### config.mk
export PLATFORM = sky130hd
export DESIGN_NAME = vlts_front_flat
export DESIGN_NICKNAME = d
export VERILOG_FILES = /design/src/rtl/core/vlts_pkg.sv /design/src/rtl/core/vlts_vox_if.sv /design/src/rtl/core/vlts_front.sv /design/src/flat_wrapper.sv
export SDC_FILE = /design/constraint.sdc
export NUM_CORES = 1
export LEC_CHECK = 0
export BUFFER_PORTS_ARGS = -buffer_cell sky130_fd_sc_hd__buf_2
export CORE_AREA = 8 8 86 88
export DETAILED_ROUTE_END_ITERATION = 16
export DIE_AREA = 0 0 94 96
export SYNTH_ARGS = -nofsm -noshare
export SYNTH_HDL_FRONTEND = slang
export SYNTH_SLANG_ARGS = --single-unit
### constraint.sdc
create_clock -name i_clk -period 3.5 [get_ports i_clk]
set_input_delay 0.175 -clock i_clk [delete_from_list [all_inputs] [get_ports i_clk]]
set_output_delay 0.175 -clock i_clk [all_outputs]
set_load 0.02 [all_outputs]
### src/rtl/core/vlts_pkg.sv
// Shared constants, types and register codes for the volume line tube sum block.
`timescale 1ns / 1ps

package vlts_pkg;

    localparam int MAX_DIM = 1024;
    localparam int COORD_W = $clog2(MAX_DIM);

    localparam int VAL_W  = 8;
    localparam int SIZE_W = 11;
    localparam int PT_W   = 20;
    localparam int DIR_W  = 16;
    localparam int SUM_W  = 38;
    localparam int SUMX_W = SUM_W + 1;

    localparam int APB_DW = 32;
    localparam int APB_AW = 5;
    localparam int REG_IW = 3;

    // Counter compare width: holds coordinate + 1, the size and MAX_DIM.
    localparam int CNT_W = ((COORD_W + 1) > SIZE_W) ? (COORD_W + 1) : SIZE_W;

    // Datapath widths, each just wide enough for exact integer arithmetic.
    localparam int FRAC_SHIFT = 14;
    localparam int RND_HALF   = 1 << (FRAC_SHIFT - 1);
    localparam int ONE_Q16    = 1 << 16;
    localparam int D_W   = (((COORD_W + 9) > PT_W) ? (COORD_W + 9) : PT_W) + 1;
    localparam int P_W   = D_W + DIR_W;
    localparam int S_W   = P_W + 3;
    localparam int T_W   = S_W - FRAC_SHIFT;
    localparam int Q_W   = T_W + DIR_W;
    localparam int QS_W  = Q_W + 1;
    localparam int QR_W  = QS_W - FRAC_SHIFT;
    localparam int R_W   = ((D_W > QR_W) ? D_W : QR_W) + 1;
    localparam int SQ_W  = 2 * R_W;
    localparam int D2_W  = SQ_W + 2;

    localparam int QDEPTH = 4;
    localparam int QPTR_W = $clog2(QDEPTH);

    localparam logic [SIZE_W-1:0]       X_SIZE_RST = SIZE_W'(1024);
    localparam logic [SIZE_W-1:0]       Y_SIZE_RST = SIZE_W'(1024);
    localparam logic signed [DIR_W-1:0] DIR_X_RST  = DIR_W'(16384);

    typedef enum logic [REG_IW-1:0] {
        REG_X_SIZE = 3'd0,
        REG_Y_SIZE = 3'd1,
        REG_PT_X   = 3'd2,
        REG_PT_Y   = 3'd3,
        REG_PT_Z   = 3'd4,
        REG_DIR_X  = 3'd5,
        REG_DIR_Y  = 3'd6,
        REG_DIR_Z  = 3'd7
    } t_reg_idx;

    typedef struct packed {
        logic [SIZE_W-1:0] x_size;
        logic [SIZE_W-1:0] y_size;
    } t_geo_cfg;

    typedef struct packed {
        logic signed [PT_W-1:0]  pt_x;
        logic signed [PT_W-1:0]  pt_y;
        logic signed [PT_W-1:0]  pt_z;
        logic signed [DIR_W-1:0] dir_x;
        logic signed [DIR_W-1:0] dir_y;
        logic signed [DIR_W-1:0] dir_z;
    } t_line_cfg;

    typedef struct packed {
        logic [VAL_W-1:0]   value;
        logic               last;
        logic [COORD_W-1:0] cx;
        logic [COORD_W-1:0] cy;
        logic [COORD_W-1:0] cz;
    } t_entry;

    typedef struct packed {
        logic push;
        logic full;
    } t_push_ctl;

    typedef struct packed {
        logic pop;
        logic empty;
    } t_pop_ctl;

endpackage

### src/rtl/core/vlts_vox_if.sv
// Voxel input channel: valid/ready handshake with one voxel byte per request.
`timescale 1ns / 1ps

interface vlts_vox_if;
    import vlts_pkg::*;

    logic             valid;
    logic             ready;
    logic [VAL_W-1:0] voxel_value;
    logic             last_voxel;

    modport source(output valid, voxel_value, last_voxel, input ready);
    modport sink(input valid, voxel_value, last_voxel, output ready);
endinterface

### src/rtl/core/vlts_front.sv
// Front end: accepts voxel requests and tags each with its x, y, z position.
`timescale 1ns / 1ps

module vlts_front (
    input  logic               i_clk,
    input  logic               i_rst_n,
    vlts_vox_if.sink           i_vox,
    input  vlts_pkg::t_geo_cfg i_geo,
    input  logic               i_full,
    output logic               o_push,
    output vlts_pkg::t_entry   o_entry
);
    import vlts_pkg::*;

    logic [COORD_W-1:0] r_cx, r_cy, r_cz;
    logic [COORD_W-1:0] n_cx, n_cy, n_cz;
    logic [CNT_W-1:0]   w_nx, w_ny, w_nz;
    logic               w_wrap_x, w_wrap_y, w_wrap_z;
    logic               w_acc;

    assign i_vox.ready = !i_full;
    assign w_acc       = i_vox.valid && !i_full;
    assign o_push      = w_acc;

    assign o_entry.value = i_vox.voxel_value;
    assign o_entry.last  = i_vox.last_voxel;
    assign o_entry.cx    = r_cx;
    assign o_entry.cy    = r_cy;
    assign o_entry.cz    = r_cz;

    // A size of zero behaves like one since the compare wraps at once.
    always_comb begin
        w_nx = CNT_W'(r_cx) + CNT_W'(1);
        w_ny = CNT_W'(r_cy) + CNT_W'(1);
        w_nz = CNT_W'(r_cz) + CNT_W'(1);
        w_wrap_x = (w_nx >= CNT_W'(i_geo.x_size)) || (w_nx >= CNT_W'(MAX_DIM));
        w_wrap_y = (w_ny >= CNT_W'(i_geo.y_size)) || (w_ny >= CNT_W'(MAX_DIM));
        w_wrap_z = (w_nz >= CNT_W'(MAX_DIM));

        n_cx = r_cx;
        n_cy = r_cy;
        n_cz = r_cz;
        if (w_acc) begin
            if (i_vox.last_voxel) begin
                n_cx = '0;
                n_cy = '0;
                n_cz = '0;
            end else begin
                n_cx = w_wrap_x ? '0 : COORD_W'(w_nx);
                if (w_wrap_x) begin
                    n_cy = w_wrap_y ? '0 : COORD_W'(w_ny);
                    if (w_wrap_y) begin
                        n_cz = w_wrap_z ? '0 : COORD_W'(w_nz);
                    end
                end
            end
        end
    end

    always_ff @(posedge i_clk) begin
        if (!i_rst_n) begin
            r_cx <= '0;
            r_cy <= '0;
            r_cz <= '0;
        end else begin
            r_cx <= n_cx;
            r_cy <= n_cy;
            r_cz <= n_cz;
        end
    end

    a_clear_on_last: assert property (@(posedge i_clk) disable iff (!i_rst_n)
        (i_vox.valid && i_vox.ready && i_vox.last_voxel)
            |=> (r_cx == '0 && r_cy == '0 && r_cz == '0))
        else $error("coordinates not cleared after last voxel");

    a_y_holds: assert property (@(posedge i_clk) disable iff (!i_rst_n)
        (w_acc && !i_vox.last_voxel && !w_wrap_x) |=> $stable(r_cy) && $stable(r_cz))
        else $error("row or slice counter moved without a row wrap");

endmodule

### src/flat_wrapper.sv
// flat-port wrapper written by rule: the top's interface ports become plain ports
module vlts_front_flat import vlts_pkg::*;
  (i_clk, i_rst_n, i_geo, i_full, o_push, o_entry, i_vox_valid, i_vox_voxel_value, i_vox_last_voxel, i_vox_ready);
  vlts_vox_if i_vox_i ();
  input  logic i_clk;
  input  logic i_rst_n;
  input  vlts_pkg::t_geo_cfg i_geo;
  input  logic i_full;
  output logic o_push;
  output vlts_pkg::t_entry o_entry;
  input wire logic [$bits(i_vox_i.valid)-1:0] i_vox_valid;
  input wire logic [$bits(i_vox_i.voxel_value)-1:0] i_vox_voxel_value;
  input wire logic [$bits(i_vox_i.last_voxel)-1:0] i_vox_last_voxel;
  output wire logic [$bits(i_vox_i.ready)-1:0] i_vox_ready;
  assign i_vox_i.valid = i_vox_valid;
  assign i_vox_i.voxel_value = i_vox_voxel_value;
  assign i_vox_i.last_voxel = i_vox_last_voxel;
  assign i_vox_ready = i_vox_i.ready;
  vlts_front u_core (.i_clk(i_clk), .i_rst_n(i_rst_n), .i_vox(i_vox_i), .i_geo(i_geo), .i_full(i_full), .o_push(o_push), .o_entry(o_entry));
endmodule
* Word level (Yosys, flattened, before mapping)
Index checks and enable logic that the tools add are counted.
** Cells by class
- Mux-type cells :: 9
- Add/sub/neg operators :: 3
- Reductions and logical operators :: 8
- Order comparisons :: 5
** Operator list (count)
- $mux W10 :: 9
- $add A10 B1 Y11 const B :: 3
- $ge A11 B11 Y1 const B :: 3
- $ge A11 B11 Y1 :: 2
- $reduce_bool A2 Y1 :: 2
- $reduce_and A3 Y1 :: 1
- $logic_or A1 B1 Y1 :: 2
- $reduce_and A2 Y1 :: 1
- $logic_and A1 B1 Y1 :: 1
- $logic_not A1 Y1 :: 1
** Storage, ports and cells
- Input bits :: 35
- Word-level logic and storage cells :: 28
- Output and inout bits :: 41
- Flip-flop bits (word level) :: 30

* Depth between registers and ports, before layout
- Depth after elaboration :: 6
- Depth in mapped cells :: 13
- Gate-level depth less buffers :: 12

* Worst setup path before layout
OpenSTA, ideal clock, no wires.
- Path kind :: register -> register
- Start point :: register u_core.r_cx[0]
- End point :: register u_core.r_cy[8]
- Path slack :: 0.464 ns
- Required time :: 3.378 ns
- Buffers on the path :: 1
- Clock period less this slack :: 3.036 ns
- Setup time :: 0.122 ns
- Arrival :: 2.914 ns
- Stages on the path, launching flop included :: 13
- Path through :: dfxtp_1 > ha_1 > and2_1 > and2_1 > and3_1 > xor2_1 > ha_1 > and3_1 > a211o_1 > a22oi_4 > buf_6 > nor2_2 > a221o_1
** On the way
- Longest elaborated chain between the ends :: 5
- Elaborated cells on any way between the ends :: 6
- Those cells by class :: add/sub (1); order compare (2); reduce/logical (3)
** RTL lines
- start, declared :: RTL line vlts_front.sv:15 : logic [COORD_W-1:0] r_cx, r_cy, r_cz;
- start signal, assigned :: RTL line vlts_front.sv:66 : r_cx <= n_cx;
- $add A10 B1 Y11 * :: RTL line vlts_front.sv:33 : w_nx = CNT_W'(r_cx) + CNT_W'(1);
- $ge A11 B11 Y1 :: RTL line vlts_front.sv:36 : w_wrap_x = (w_nx >= CNT_W'(i_geo.x_size)) || (w_nx >= CNT_W'(MAX_DIM));
- $logic_or A1 B1 Y1 * :: RTL line vlts_front.sv:36
- $reduce_bool A2 Y1 (no line) *
- $reduce_and A2 Y1 (no line) *
- end signal, assigned :: RTL line vlts_front.sv:67 : r_cy <= n_cy;
- end, declared :: RTL line vlts_front.sv:15
Every way passes the cells marked *; elsewhere a longest branch is shown, timed or not.
A chain may end at the register's enable or synchronous reset.

* Worst setup path after layout
- Start point :: register u_core.r_cx[0]
- End point :: register u_core.r_cy[6]
Same word-level chain as after synthesis.

==> run summary <==
status -> completed
CTS hold repair buffers -> 0
CP Data Required Time -> 3.67 ns
Critical Path Source Type -> flop
Post-Syn Area -> 2350 µm²
CORE AREA -> 6100 µm²
max-slew headroom at the worst pin -> 55.0%
Final Hold Vio Count -> 0
post-route ant nets -> 0
post_cts resized -> 0
PD cells -> 266 nW/µm²
CTS tree -> done
Layout Nets -> 401
RSZ-0062 raised after global routing -> no
Sinks on Clock Net -> 30
# DRC -> 0
die area -> 9020 µm²
fin crit share -> 91.0%
Sum Neg Setup Slack -> 0 ns
initial DRC count -> 94
asr flop ratio synth -> 0%
post-route cell area -> 2740 µm²
Final WS setup -> 0.314 ns
via count -> 2177
H-tree depth -> 2
clock transition at the registers of the reported paths -> 0.07 ns
Port-buffer cells -> 59
Max Slew Vio Count -> 0
DR pass1 iterations -> 4
Die Ht -> 96 µm
Pwr Total -> 0.729 mW
Worst setup EP type -> flop
dpl cell area -> 2650 µm²
ANT cells -> 0
min cycle time layout -> 3.19 ns
syn_nets -> 351
Slew @ Worst Pin -> 0.668 ns
Worst Path Arrival -> 3.36 ns
Via density -> 5.20
Synth Area per Inst -> 8.07 µm²
Synth Flop Type -> dfxtp_1
Seq cells post-synth -> 30
clock skew -> 0.00544 ns
Total GRT Usage -> 13.1%
Hold Crit Class -> primary input to output port
Rows -> 29
largest net degree at the start of global routing -> 31
peak supply drop -> 0.000192 V
CTS Buffer Depth -> 2
initial core utilization -> 38.5%
Synthesis Warnings -> 0
Max FO, Critical Path -> 17
postcts setup bufs -> 0
CP Class -> flop to flop
placer congestion estimate -> 0.824
root buf cell -> clkbuf_8
Post-Syn Instances -> 291
number of CTS-inserted buffers -> 5
Fillers -> 623
synth unique cells -> 54
hpwl dp -> 4440 µm
vias in the first global route -> 2081
leakage power -> 1.41 nW
IO Pins -> 76
Max-Cap Viols -> 0
number of flops mapped to enable cells by yosys -> 0
Post-Route WL -> 5760 µm
sequential fraction of the synthesis area -> 25.6%
per-cell routed wire length -> 13.7 µm
GRT Residual Overflow -> 0
Place WS -> 0.287 ns
ratio of cells with drive above 1 in the final layout -> 22.2%
initial antenna violation count -> 0
Max Clk Rate -> 314 MHz
Synth-to-Final Area Change -> 16.7%
worst-skew pair later-pin latency -> 0.28 ns
Final setup violation count -> 0
die width -> 94 µm
first-pass GRT wire length -> 9580 µm
==> critical path, stage by stage, from the launching register on <==
cell	delay, ns
dfxtp_1	0.44
ha_1	0.24
and2_1	0.15
and2_1	0.16
and3_1	0.18
xor2_1	0.18
ha_1	0.25
and3_1	0.18
a211o_1	0.35
a22oi_4	0.45
nor2_2	0.14
a221o_1	0.36
==> layout by cell type (no fill, tap or decap), types with 6 or more instances in the layout <==
cell type  instances
buf_2             59
dfxtp_1           30
nand2_1           27
inv_1             25
ha_1              25
nor2_1            15
nand3_1           14
and3_1            12
xnor2_1           11
nand2b_1          10
a21oi_1            9
a21boi_0           9
o21ai_0            7
nor3_1             6
xor2_1             6
nand3b_1           6
clkbuf_8           6
==> flip-flops by register name, indices dropped and copies added (netlist names) <==
name / cells
u_core.r_cx: 10
u_core.r_cy: 10
u_core.r_cz: 10
==> layout make-up <==
type | count | area (µm²) | share of cell area [%]
inverter | 25 | 93.8 | 3.42
tap | 77 | 96.3 | 3.51
multi-input combinational | 217 | 1540 | 56.1
sequential | 30 | 601 | 21.9
clock inverter | 2 | 12.5 | 0.456
clock buffer | 6 | 82.6 | 3.01
timing repair buffer | 62 | 318 | 11.6
==> Yosys cell counts (all sizes together) (3+ instances only) <==
| master | n | share of area (%) |
|---|---|---|
| nand3 | 14 | 3.0 |
| dfxtp | 30 | 26 |
| a21boi | 10 | 3.2 |
| a21oi | 9 | 1.9 |
| clkbuf | 6 | 0.96 |
| a22o | 3 | 1.1 |
| nor2 | 16 | 2.7 |
| xnor2 | 11 | 4.1 |
| nor3 | 7 | 1.7 |
| buf | 13 | 4.0 |
| and3 | 12 | 3.2 |
| xor2 | 6 | 2.2 |
| ha | 25 | 13 |
| inv | 25 | 4.0 |
| nand2 | 27 | 4.3 |
| nand4 | 3 | 0.80 |
| a31oi | 4 | 1.1 |
| a221o | 3 | 1.3 |
| o311ai | 6 | 2.2 |
| nand3b | 6 | 1.9 |
| nand4b | 3 | 1.1 |
| and2 | 3 | 0.80 |
| nand2b | 10 | 2.7 |
| o21ai | 12 | 2.6 |
==> metal layers <==
| layer | GRT usage, % | vias up | wire length, µm |
|---|---|---|---|
| met2 | 20.4 | 46 | 2610 |
| met1 | 16.7 | 991 | 2760 |
| met4 | 5.02 | 0 | 75 |
| met3 | 3.59 | 6 | 317 |
| met5 | 0 | - | 0 |
| li1 | - | 1134 | - |
==> power breakdown <==
| part | switching (mW) | internal (mW) |
|---|---|---|
| Clock | 0.138 | 0.158 |
| Combinational | 0.0519 | 0.0359 |
| Sequential | 0.00300 | 0.343 |
==> kinds of logic after synthesis <==
group                      share of synthesized area [%]
buffers and inverters                               8.95
xor gates and xnor gates                            6.34
and+or+nand+nor                                     24.7
AOI/OAI and AO/OA                                   21.1
DFF                                                 25.6
adders and majority gates                           13.3
==> through the flow <==
stage                     utilization, %  hold WS (ns)  std cells
after detailed placement            43.4         0.350        411
after global placement              43.4         0.350        411
after CTS                           45.0         0.350        419
after floorplan                        -         0.345        291
after global routing                45.0         0.350        419
final                               45.0         0.350        419
==> worst paths after layout <==
| path | cells past startpoint | from | to | slack, ns |
|---|---|---|---|---|
| worst min-delay path | 0 | i_vox_voxel_value[0] | o_entry[31] | 0.35 |
| worst max register to register | 11 | u_core.r_cx[0] | u_core.r_cy[6] | 0.31 |
| worst max-delay path | 11 | u_core.r_cx[0] | u_core.r_cy[6] | 0.31 |
| worst min register to register | 2 | u_core.r_cx[4] | u_core.r_cx[4] | 0.51 |
Note: power is estimated with default switching activity, not from simulation.
