File: config.mk
export PLATFORM = sky130hd
export DESIGN_NAME = vlts_queue
export DESIGN_NICKNAME = d
export VERILOG_FILES = /design/src/rtl/core/vlts_pkg.sv /design/src/rtl/core/vlts_queue.sv
export SDC_FILE = /design/constraint.sdc
export NUM_CORES = 1
export LEC_CHECK = 0
export ABC_AREA = 1
export BUFFER_PORTS_ARGS = -buffer_cell sky130_fd_sc_hd__buf_2
export CORE_ASPECT_RATIO = 1.5
export CORE_MARGIN = 2
export CORE_UTILIZATION = 40
export CTS_BUF_LIST = sky130_fd_sc_hd__clkbuf_16
export CTS_CLUSTER_DIAMETER = 200
export DETAILED_ROUTE_END_ITERATION = 7
export MAX_ROUTING_LAYER = met4
export SLEW_MARGIN = 20
export SYNTH_ARGS = -nofsm -noshare
export SYNTH_HDL_FRONTEND = slang
export SYNTH_SLANG_ARGS = --single-unit
File: constraint.sdc
create_clock -name i_clk -period 6.1 [get_ports i_clk]
set_input_delay 0 -clock i_clk [delete_from_list [all_inputs] [get_ports i_clk]]
set_output_delay 0 -clock i_clk [all_outputs]
set_load 0.03 [all_outputs]
File: src/rtl/core/vlts_pkg.sv
// Shared constants, types and register codes for the volume line tube sum block.
`timescale 1ns / 1ps

package vlts_pkg;

    localparam int MAX_DIM = 1024;
    localparam int COORD_W = $clog2(MAX_DIM);

    localparam int VAL_W  = 8;
    localparam int SIZE_W = 11;
    localparam int PT_W   = 20;
    localparam int DIR_W  = 16;
    localparam int SUM_W  = 38;
    localparam int SUMX_W = SUM_W + 1;

    localparam int APB_DW = 32;
    localparam int APB_AW = 5;
    localparam int REG_IW = 3;

    // Counter compare width: holds coordinate + 1, the size and MAX_DIM.
    localparam int CNT_W = ((COORD_W + 1) > SIZE_W) ? (COORD_W + 1) : SIZE_W;

    // Datapath widths, each just wide enough for exact integer arithmetic.
    localparam int FRAC_SHIFT = 14;
    localparam int RND_HALF   = 1 << (FRAC_SHIFT - 1);
    localparam int ONE_Q16    = 1 << 16;
    localparam int D_W   = (((COORD_W + 9) > PT_W) ? (COORD_W + 9) : PT_W) + 1;
    localparam int P_W   = D_W + DIR_W;
    localparam int S_W   = P_W + 3;
    localparam int T_W   = S_W - FRAC_SHIFT;
    localparam int Q_W   = T_W + DIR_W;
    localparam int QS_W  = Q_W + 1;
    localparam int QR_W  = QS_W - FRAC_SHIFT;
    localparam int R_W   = ((D_W > QR_W) ? D_W : QR_W) + 1;
    localparam int SQ_W  = 2 * R_W;
    localparam int D2_W  = SQ_W + 2;

    localparam int QDEPTH = 4;
    localparam int QPTR_W = $clog2(QDEPTH);

    localparam logic [SIZE_W-1:0]       X_SIZE_RST = SIZE_W'(1024);
    localparam logic [SIZE_W-1:0]       Y_SIZE_RST = SIZE_W'(1024);
    localparam logic signed [DIR_W-1:0] DIR_X_RST  = DIR_W'(16384);

    typedef enum logic [REG_IW-1:0] {
        REG_X_SIZE = 3'd0,
        REG_Y_SIZE = 3'd1,
        REG_PT_X   = 3'd2,
        REG_PT_Y   = 3'd3,
        REG_PT_Z   = 3'd4,
        REG_DIR_X  = 3'd5,
        REG_DIR_Y  = 3'd6,
        REG_DIR_Z  = 3'd7
    } t_reg_idx;

    typedef struct packed {
        logic [SIZE_W-1:0] x_size;
        logic [SIZE_W-1:0] y_size;
    } t_geo_cfg;

    typedef struct packed {
        logic signed [PT_W-1:0]  pt_x;
        logic signed [PT_W-1:0]  pt_y;
        logic signed [PT_W-1:0]  pt_z;
        logic signed [DIR_W-1:0] dir_x;
        logic signed [DIR_W-1:0] dir_y;
        logic signed [DIR_W-1:0] dir_z;
    } t_line_cfg;

    typedef struct packed {
        logic [VAL_W-1:0]   value;
        logic               last;
        logic [COORD_W-1:0] cx;
        logic [COORD_W-1:0] cy;
        logic [COORD_W-1:0] cz;
    } t_entry;

    typedef struct packed {
        logic push;
        logic full;
    } t_push_ctl;

    typedef struct packed {
        logic pop;
        logic empty;
    } t_pop_ctl;

endpackage

File: src/rtl/core/vlts_queue.sv
// Short request queue between the front end and the distance datapath.
`timescale 1ns / 1ps

module vlts_queue (
    input  logic                i_clk,
    input  logic                i_rst_n,
    input  logic                i_push,
    input  vlts_pkg::t_entry    i_entry,
    input  logic                i_pop,
    output vlts_pkg::t_push_ctl o_push_ctl,
    output vlts_pkg::t_pop_ctl  o_pop_ctl,
    output vlts_pkg::t_entry    o_entry
);
    import vlts_pkg::*;

    t_entry            r_mem [QDEPTH];
    logic [QPTR_W-1:0] r_wr, r_rd;
    logic [QPTR_W:0]   r_count;
    logic              w_full, w_empty, w_push, w_pop;

    assign w_full  = (r_count == (QPTR_W + 1)'(QDEPTH));
    assign w_empty = (r_count == '0);
    assign w_push  = i_push && !w_full;
    assign w_pop   = i_pop && !w_empty;

    assign o_push_ctl.push = w_push;
    assign o_push_ctl.full = w_full;
    assign o_pop_ctl.pop   = w_pop;
    assign o_pop_ctl.empty = w_empty;
    assign o_entry         = r_mem[r_rd];

    always_ff @(posedge i_clk) begin
        if (w_push) begin
            r_mem[r_wr] <= i_entry;
        end
    end

    always_ff @(posedge i_clk) begin
        if (!i_rst_n) begin
            r_wr    <= '0;
            r_rd    <= '0;
            r_count <= '0;
        end else begin
            if (w_push) begin
                r_wr <= r_wr + QPTR_W'(1);
            end
            if (w_pop) begin
                r_rd <= r_rd + QPTR_W'(1);
            end
            r_count <= r_count + (QPTR_W + 1)'(w_push) - (QPTR_W + 1)'(w_pop);
        end
    end

    a_count_bound: assert property (@(posedge i_clk) disable iff (!i_rst_n)
        r_count <= (QPTR_W + 1)'(QDEPTH))
        else $error("queue count above depth");

    a_no_overflow: assert property (@(posedge i_clk) disable iff (!i_rst_n)
        !(i_push && w_full))
        else $error("push offered to a full queue");

    a_ptr_gap: assert property (@(posedge i_clk) disable iff (!i_rst_n)
        QPTR_W'(r_wr - r_rd) == QPTR_W'(r_count))
        else $error("queue pointers disagree with count");

endmodule

== Word-level counts from Yosys, hierarchy flattened ==
Memories as Yosys holds them, arrays and structs flattened. A register that Yosys moved wholly into a read port is not among the register bits.
Index checks and enable logic that the tools add are counted.

* Register bits: 7
* Memory bits (writable): 156
* Output and inout bits: 43
* Logic and storage cells: 18
* Memories kept: 1

* Add/sub/neg operators: 4
* Equality and inequality tests: 1
* Mux-type cells: 4
* Reductions and logical operators: 5

{| class="wikitable"
|+ Memory list
! name !! words !! width !! read ports !! clocked after memory_dff !! write ports !! line !! source
|-
| r_mem || 4 || 39 || 1 || 1 || 1 || vlts_queue.sv:16 || <nowiki>t_entry r_mem [QDEPTH];</nowiki>
|}

{| class="wikitable"
|+ Operators with widths
! operator !! count
|-
| $add 2x1->2 const B || 2
|-
| $mux 2 || 2
|-
| $add 3x1->3 || 1
|-
| $eq 3x3->1 const B || 1
|-
| $logic_not 3->1 || 1
|-
| $sub 3x1->3 || 1
|-
| $logic_and 1x1->1 || 2
|-
| $logic_not 1->1 || 2
|-
| $mux 1 || 2
|}

== Logic depth before layout (Yosys ltp) ==
Gate-level depths: netlist of run 1.

* Word-level depth: 5
* Mapped depth: 11
* Gate-level depth less buffers: 11

== Worst setup path before layout of run 1 ==
No wires, ideal clock.

* Path type: register to register
* Start: register r_count[1]
* End: memory r_mem[0][0] in the netlist's numbering, enable pin
* Setup time: 435 ps
* Arrival: 2316 ps
* Required time: 5665 ps
* Path slack: 3349 ps
* Stages on the path, launching flop included: 5
* Period minus slack after synthesis: 2751 ps
* Cells stage by stage: dfxtp_1 -> nor2_1 -> nand2_1 -> nand2_1 -> nor2_1

* Word-level cells in the longest chain between the ends: 5

{| class="wikitable"
|+ RTL lines
! what !! line !! source
|-
| start: declaration || vlts_queue.sv:18 || <nowiki>logic [QPTR_W:0] r_count;</nowiki>
|-
| start signal: assignment || vlts_queue.sv:50 || <nowiki>r_count <= r_count + (QPTR_W + 1)'(w_push) - (QPTR_W + 1)'(w_pop);</nowiki>
|-
| $eq 3x3->1 || vlts_queue.sv:21 || <nowiki>assign w_full = (r_count == (QPTR_W + 1)'(QDEPTH));</nowiki>
|-
| $logic_not 1->1 || vlts_queue.sv:23 || <nowiki>assign w_push = i_push && !w_full;</nowiki>
|-
| $logic_and 1x1->1 || vlts_queue.sv:23 ||
|-
| $mux 1 || vlts_queue.sv:33 || <nowiki>if (w_push) begin</nowiki>
|-
| $mux 1 (implied by the code) || vlts_queue.sv:34 || <nowiki>r_mem[r_wr] <= i_entry;</nowiki>
|-
| end: declaration || vlts_queue.sv:16 ||
|}

No other way between the ends.

==> metrics, run 1 <==
fin crit share 41.1%; switching power approximately 1.1 mW; Setup TNS 0 ps; Root Driver clkbuf_16; Hold WC Path Type input pin to flop; residual DRC count 0; commonest non-fill, non-tap cell in the layout edfxtp_1; via-per-instance ratio approximately 4.9; number of cell rows 56; slowest CP cell buf_4; routed wire length 12600 µm; layout cells sized above 1 between 20% and 30%; total power approximately 3.4 mW; fmax between 300 and 400 MHz; clock sink count around 170; pin count of the biggest net entering global routing 80; status complete, no violations; filler cell count about 1.3k; number of diodes 0; first-pass GRT wire length between 15000 and 20000 µm; CTS buffer count 17; Die Y around 160 µm; WL/cell between 15 and 20 µm; Crit Path Class flop to primary output; Worst-path clk slew ~60 ps; clock power share 30.8%; Iteration-0 DRC Markers between 200 and 300; DIE AREA 16800 µm²; Leakage approximately 2.9 nW; TritonCTS clock tree done; Final #Nets between 600 and 700; clock latency on the worst-skew pair a little over 400 ps; max incr delay on CP just over 600 ps; Tightest Pin Transition around 770 ps; most frequent cells in the layout edfxtp_1, nor2_1, buf_2; cell area after synthesis 6300 µm²; CP top delay family buffers and inverters; Cell Count, Final, Fillers Out slightly below 800; synthesized area per cell ~14 µm²; Required @ worst endpoint ~6100 ps; number of global-route vias before repair slightly below 4k; sequential share of power 41.6%; RSZ-0062 raised after global routing no; shortest period the worst path allows about 2500 ps; DIE WIDTH between 100 and 150 µm; Comb power frac approximately 28%; CTS hold repair buffers 44; Cell variety after synth 20; CP endpoint kind primary output; H-tree levels 4; via count roughly 3.9k; Post-DP HPWL around 7400 µm; VDD IR max 0.000301 V; Final Skew roughly 6.5 ps; Placed Area between 6000 and 7000 µm²; Crit Path Max Fanout 79; crit path DAT around 2500 ps; design area between 7000 and 8000 µm²; DRT antenna net count 0; Pint between 2 and 2.5 mW; Core ar. 15600 µm²; post-CTS setup buffers 0; all-layer global routing usage between 10% and 20%; Inst Count DP slightly above 700; crit-path cells buf_4 > inv_4 > o21ai_0 > o22ai_1 > buf_2; Max Root-Sink Buffers 2; Rel. slew slack 48.6%; final setup fails 0; Startpoint Class flop; GPL Wtd Cong about 0.74; pwr/cell area around 430 nW/µm²; fin. max-slew vios 0; Buffers & Inverters on Critical Path 3; Cells after Synth 451; FF+latch count, synth 165; Synthesized Nets 501; IO buf count 85; max-cap viol count 0; Final Hold Viols 0; Ys Warns 0; Ports 86; Overflow after GRT 0; P&R area growth vs syn 26.1%; PostCTS Resize Cnt 0; register area share after synthesis 77.2%; sw frac 33.0%; initial antenna violation count 0; Initial Util 40.5%; first-pass iteration count of the detailed router 4
==> final timing paths <==
path / start / endpoint / slack (ps) / cells after the start
min: i_entry[8] / r_mem[3][8] / 340 / 2
max reg2reg: r_wr[0] / r_wr[1] / 3890 / 8
max: flop / o_entry[4] / 3590 / 5
min reg2reg: r_rd[0] / flop / 510 / 2
==> power groups by stage <==
| stage | clock [mW] | sequential (mW) | combinational, mW |
|---|---|---|---|
| after floorplan | 0 | 1.43 | 0.674 |
| after global placement | 0 | 1.43 | 0.894 |
| after detailed placement | 0 | 1.44 | 0.925 |
| after CTS | 1.07 | 1.41 | 0.952 |
| after global routing | 1.11 | 1.42 | 1.02 |
| final | 1.05 | 1.41 | 0.938 |
==> flip-flops by register name (all words and copies together), names as in the netlist, named ones only <==
register and cells:
r_wr 2, r_rd 2, r_count 3, r_mem 156
==> routing by layer <==
layer,track usage [%],share of wire [%],vias up
met3,3.38,3.1,15
met2,28.9,56,81
met1,15.9,39,1891
met5,-,0,-
li1,-,-,1898
met4,7.36,2.0,0
==> area by class of cell <==
class                   instances  area [µm²]  area share (%)
inverters                      20        77.6           0.976
multi-input cells             237        1190            15.0
well taps                     203         254            3.19
clock buffers                  17         425            5.35
repair buffers                135         971            12.2
flip-flops and latches        165        4870            61.2
clock inverters                14         161            2.03
==> worst reg2reg max path, delay by kind of cell (launching register included) <==
kind / cells / cell delay (ps)
and+or+nand+nor: 3 / 160
DFF: 1 / 400
buffers and inverters: 4 / 1230
adders and majority gates: 1 / 300
==> cells in the mapped netlist, drive strengths merged <==
| master | number | area share (%) |
|---|---|---|
| nor2 | 90 | 5.4 |
| dfxtp | 9 | 2.9 |
| ha | 6 | 1.2 |
| edfxtp | 156 | 74 |
| buf | 20 | 2.4 |
| o22ai | 39 | 3.9 |
| inv | 20 | 1.2 |
| clkbuf | 9 | 0.71 |
| fa | 1 | 0.32 |
| a21oi | 5 | 0.40 |
| nand3 | 4 | 0.32 |
| o21ai | 78 | 6.2 |
| nand2 | 14 | 0.83 |
==> logic make-up after synthesis <==
logic type	Yosys count	share of synthesized area [%]
buffers and inverters	49	4.33
and+or+nand+nor	108	6.51
AOI/OAI and AO/OA	122	10.5
adders and majority gates	7	1.51
DFF	165	77.2
==> stage by stage <==
step                      hold slack, ps  utilization [%]  setup WS, ps
after floorplan                     93.5                -          3350
final                                340             51.1          3590
after detailed placement             219             44.5          3940
after CTS                            316             51.1          3600
after global placement               216             44.0          3790
after global routing                 337             51.1          3440
Note: power is estimated with default switching activity, not from simulation.
==> inputs of run 2 (changes only) <==
--- a/config.mk
+++ b/config.mk
@@ -5,7 +5,7 @@
 export SDC_FILE = /design/constraint.sdc
 export NUM_CORES = 1
 export LEC_CHECK = 0
-export ABC_AREA = 1
+export ABC_AREA = 0
 export BUFFER_PORTS_ARGS = -buffer_cell sky130_fd_sc_hd__buf_2
 export CORE_ASPECT_RATIO = 1.5
 export CORE_MARGIN = 2
==> constraint.sdc (replaced) <==
create_clock -name i_clk -period 2.61 [get_ports i_clk]
set_input_delay 0 -clock i_clk [delete_from_list [all_inputs] [get_ports i_clk]]
set_output_delay 0 -clock i_clk [all_outputs]
set_load 0.03 [all_outputs]
==> metrics, run 2 <==
CTS hold repair buffers 41; area share of fa/ha/maj cells after synthesis under 10%; top flop regs r_mem x156, r_count x3; clock sink count approximately 170; Worst-path clk slew approximately 60 ps; DIE WIDTH 105 µm; most frequent cells in the layout edfxtp_1, buf_2, dlygate4sd3_1; residual DRC count 0; fin. max-slew vios 0; Required @ worst endpoint just under 3000 ps; Post-synth top cells edfxtp_1, mux4_2, dfxtp_1; WL/cell about 18 µm; post-CTS setup buffers 0; Final Hold Viols 0; DRT antenna net count 0; Initial Util 40.7%; commonest non-fill, non-tap cell in the layout edfxtp_1; largest cells by area after synthesis edfxtp_1, mux4_2, dfxtp_1; final setup fails 0; pin count of the biggest net entering global routing 40; CP endpoint kind flop; VDD IR max between 0.0006 and 0.0007 V; Final Skew approximately 8.6 ps; Cells after Synth about 260; crit path DAT roughly 2600 ps; Tightest Pin Transition 604 ps; number of global-route vias before repair 3286; P&R area growth vs syn 27.7%; Crit Path Max Fanout 5; largest family of logic cells by synthesized area multiplexers; all-layer global routing usage between 15 and 20%; post-layout util around 52%; clock latency on the worst-skew pair 410 ps; via-per-instance ratio between 4 and 5; Iteration-0 DRC Markers about 160; RSZ-0062 raised after global routing no; switching power 2.26 mW; CTS buffer count 17; Comb power frac 25.6%; DIE AREA 16400 µm²; Overflow after GRT 0; initial antenna violation count 0; Place WS 391 ps; first-pass GRT wire length 17800 µm; Root Driver clkbuf_16; number of diodes 0; Top FF cell, synth edfxtp_1; sequential share of power between 40% and 50%; share of the synthesized area in the top cell type roughly 76%; Leakage 2.69 nW; Pint 5.40 mW; pwr/cell area 978 nW/µm²; Die Y roughly 160 µm; Cell variety after synth 21; Startpoint Class flop; Final #Nets between 400 and 500; GPL Wtd Cong 0.683; mux cell area share after synthesis between 10% and 20%; Crit Path Class flop to flop; max FFs per register ~160; synthesized area per cell ~24 µm²; register area share after synthesis about four fifths; layout cells sized above 1 between 40 and 50%; TritonCTS clock tree done; Rel. slew slack between 50% and 60%; PostCTS Resize Cnt 0; Post-synth ARST share 0%; shortest period the worst path allows between 2000 and 2500 ps; Post-synth EDFFs 156; Ys Warns 0; max-cap viol count 0; status complete, no violations; Ports 86; Post-DP HPWL 6590 µm; sw frac 29.5%; Synthesized Nets roughly 310; Max Root-Sink Buffers 2; Top reg by flops r_mem; Core ar. 15100 µm²; post-synthesis xor/xnor area fraction less than 1%; WHS around 130 ps; Hold WC Path Type input pin to flop; cell area after synthesis about 6100 µm²; fin crit share between 80% and 90%; Setup TNS 0 ps; Yosys top cell by area edfxtp_1; number of cell rows 55; post-route setup slack ~370 ps; total power ~7.7 mW; first-pass iteration count of the detailed router 4; compound-cell area share of the yosys netlist 0.367%; FF+latch count, synth between 150 and 200; routed wire length about 11000 µm; clock power share a little under a third; most frequent cell after synthesis edfxtp_1; IO buf count 85; fmax roughly 450 MHz; simple-gate share of the synthesized area between 1.5 and 2%; H-tree levels 4; via count 3003
[run 2: path summary, 6_finish.rpt]
check / start / endpoint / slack [ps] / cells past startpoint
max reg2reg: r_count[1] / r_count[2] / 370 / 9
max: r_count[1] / r_count[2] / 370 / 9
min: i_push / r_wr[0] / 130 / 4
min reg2reg: r_rd[1] / flop / 500 / 2
[run 2: layout make-up]
| type | count | area [µm²] |
|---|---|---|
| clock inverters | 13 | 133 |
| repair buffers | 135 | 978 |
| fillers | 1224 | 7240 |
| flip-flops and latches | 165 | 4870 |
| inverters | 6 | 22.5 |
| multi-input cells | 73 | 1150 |
| well taps | 199 | 249 |
| clock buffers | 17 | 425 |
[run 2: through the flow]
stage,instances,cell area [µm²]
3_5_place_dp,537,6860
4_1_cts,608,7830
6_report,608,7830
3_3_place_gp,537,6860
2_1_floorplan,258,6130
5_1_grt,608,7830
[run 2: worst max-delay path, cell delays in order (launching register included)]
cell	delay, ps
dfxtp_1	330
nor3_2	320
nor2b_1	140
ha_1	290
inv_1	40
ha_1	180
fa_1	390
xnor2_1	220
xnor2_1	80
and2_1	150
[run 2: kinds of logic (layout without fill, tap and decap cells)]
| logic type | Yosys count | in the layout |
|---|---|---|
| flip-flops | 165 | 165 |
| multiplexers | 41 | 41 |
| buffers and inverters | 20 | 171 |
| AND/OR/NAND/NOR | 19 | 19 |
| adder cells (fa/ha/maj) | 7 | 7 |
| AO/OA/AOI/OAI | 4 | 4 |
| XOR/XNOR | 2 | 2 |
[run 2: per-layer routing]
metal	vias up	global-route usage, %	part of all wire, %
met5	-	-	0
met4	0	6.10	1.6
met3	15	3.43	3.1
met2	63	25.9	55
met1	1578	17.1	41
li1	1347	-	-
[run 2: power groups by stage]
stage	sequential, mW	clock (mW)	combinational, mW
after CTS	3.34	2.43	2.01
after global routing	3.37	2.53	2.11
final	3.33	2.37	1.96
after floorplan	3.33	0	1.45
after detailed placement	3.40	0	1.95
after global placement	3.37	0	1.94
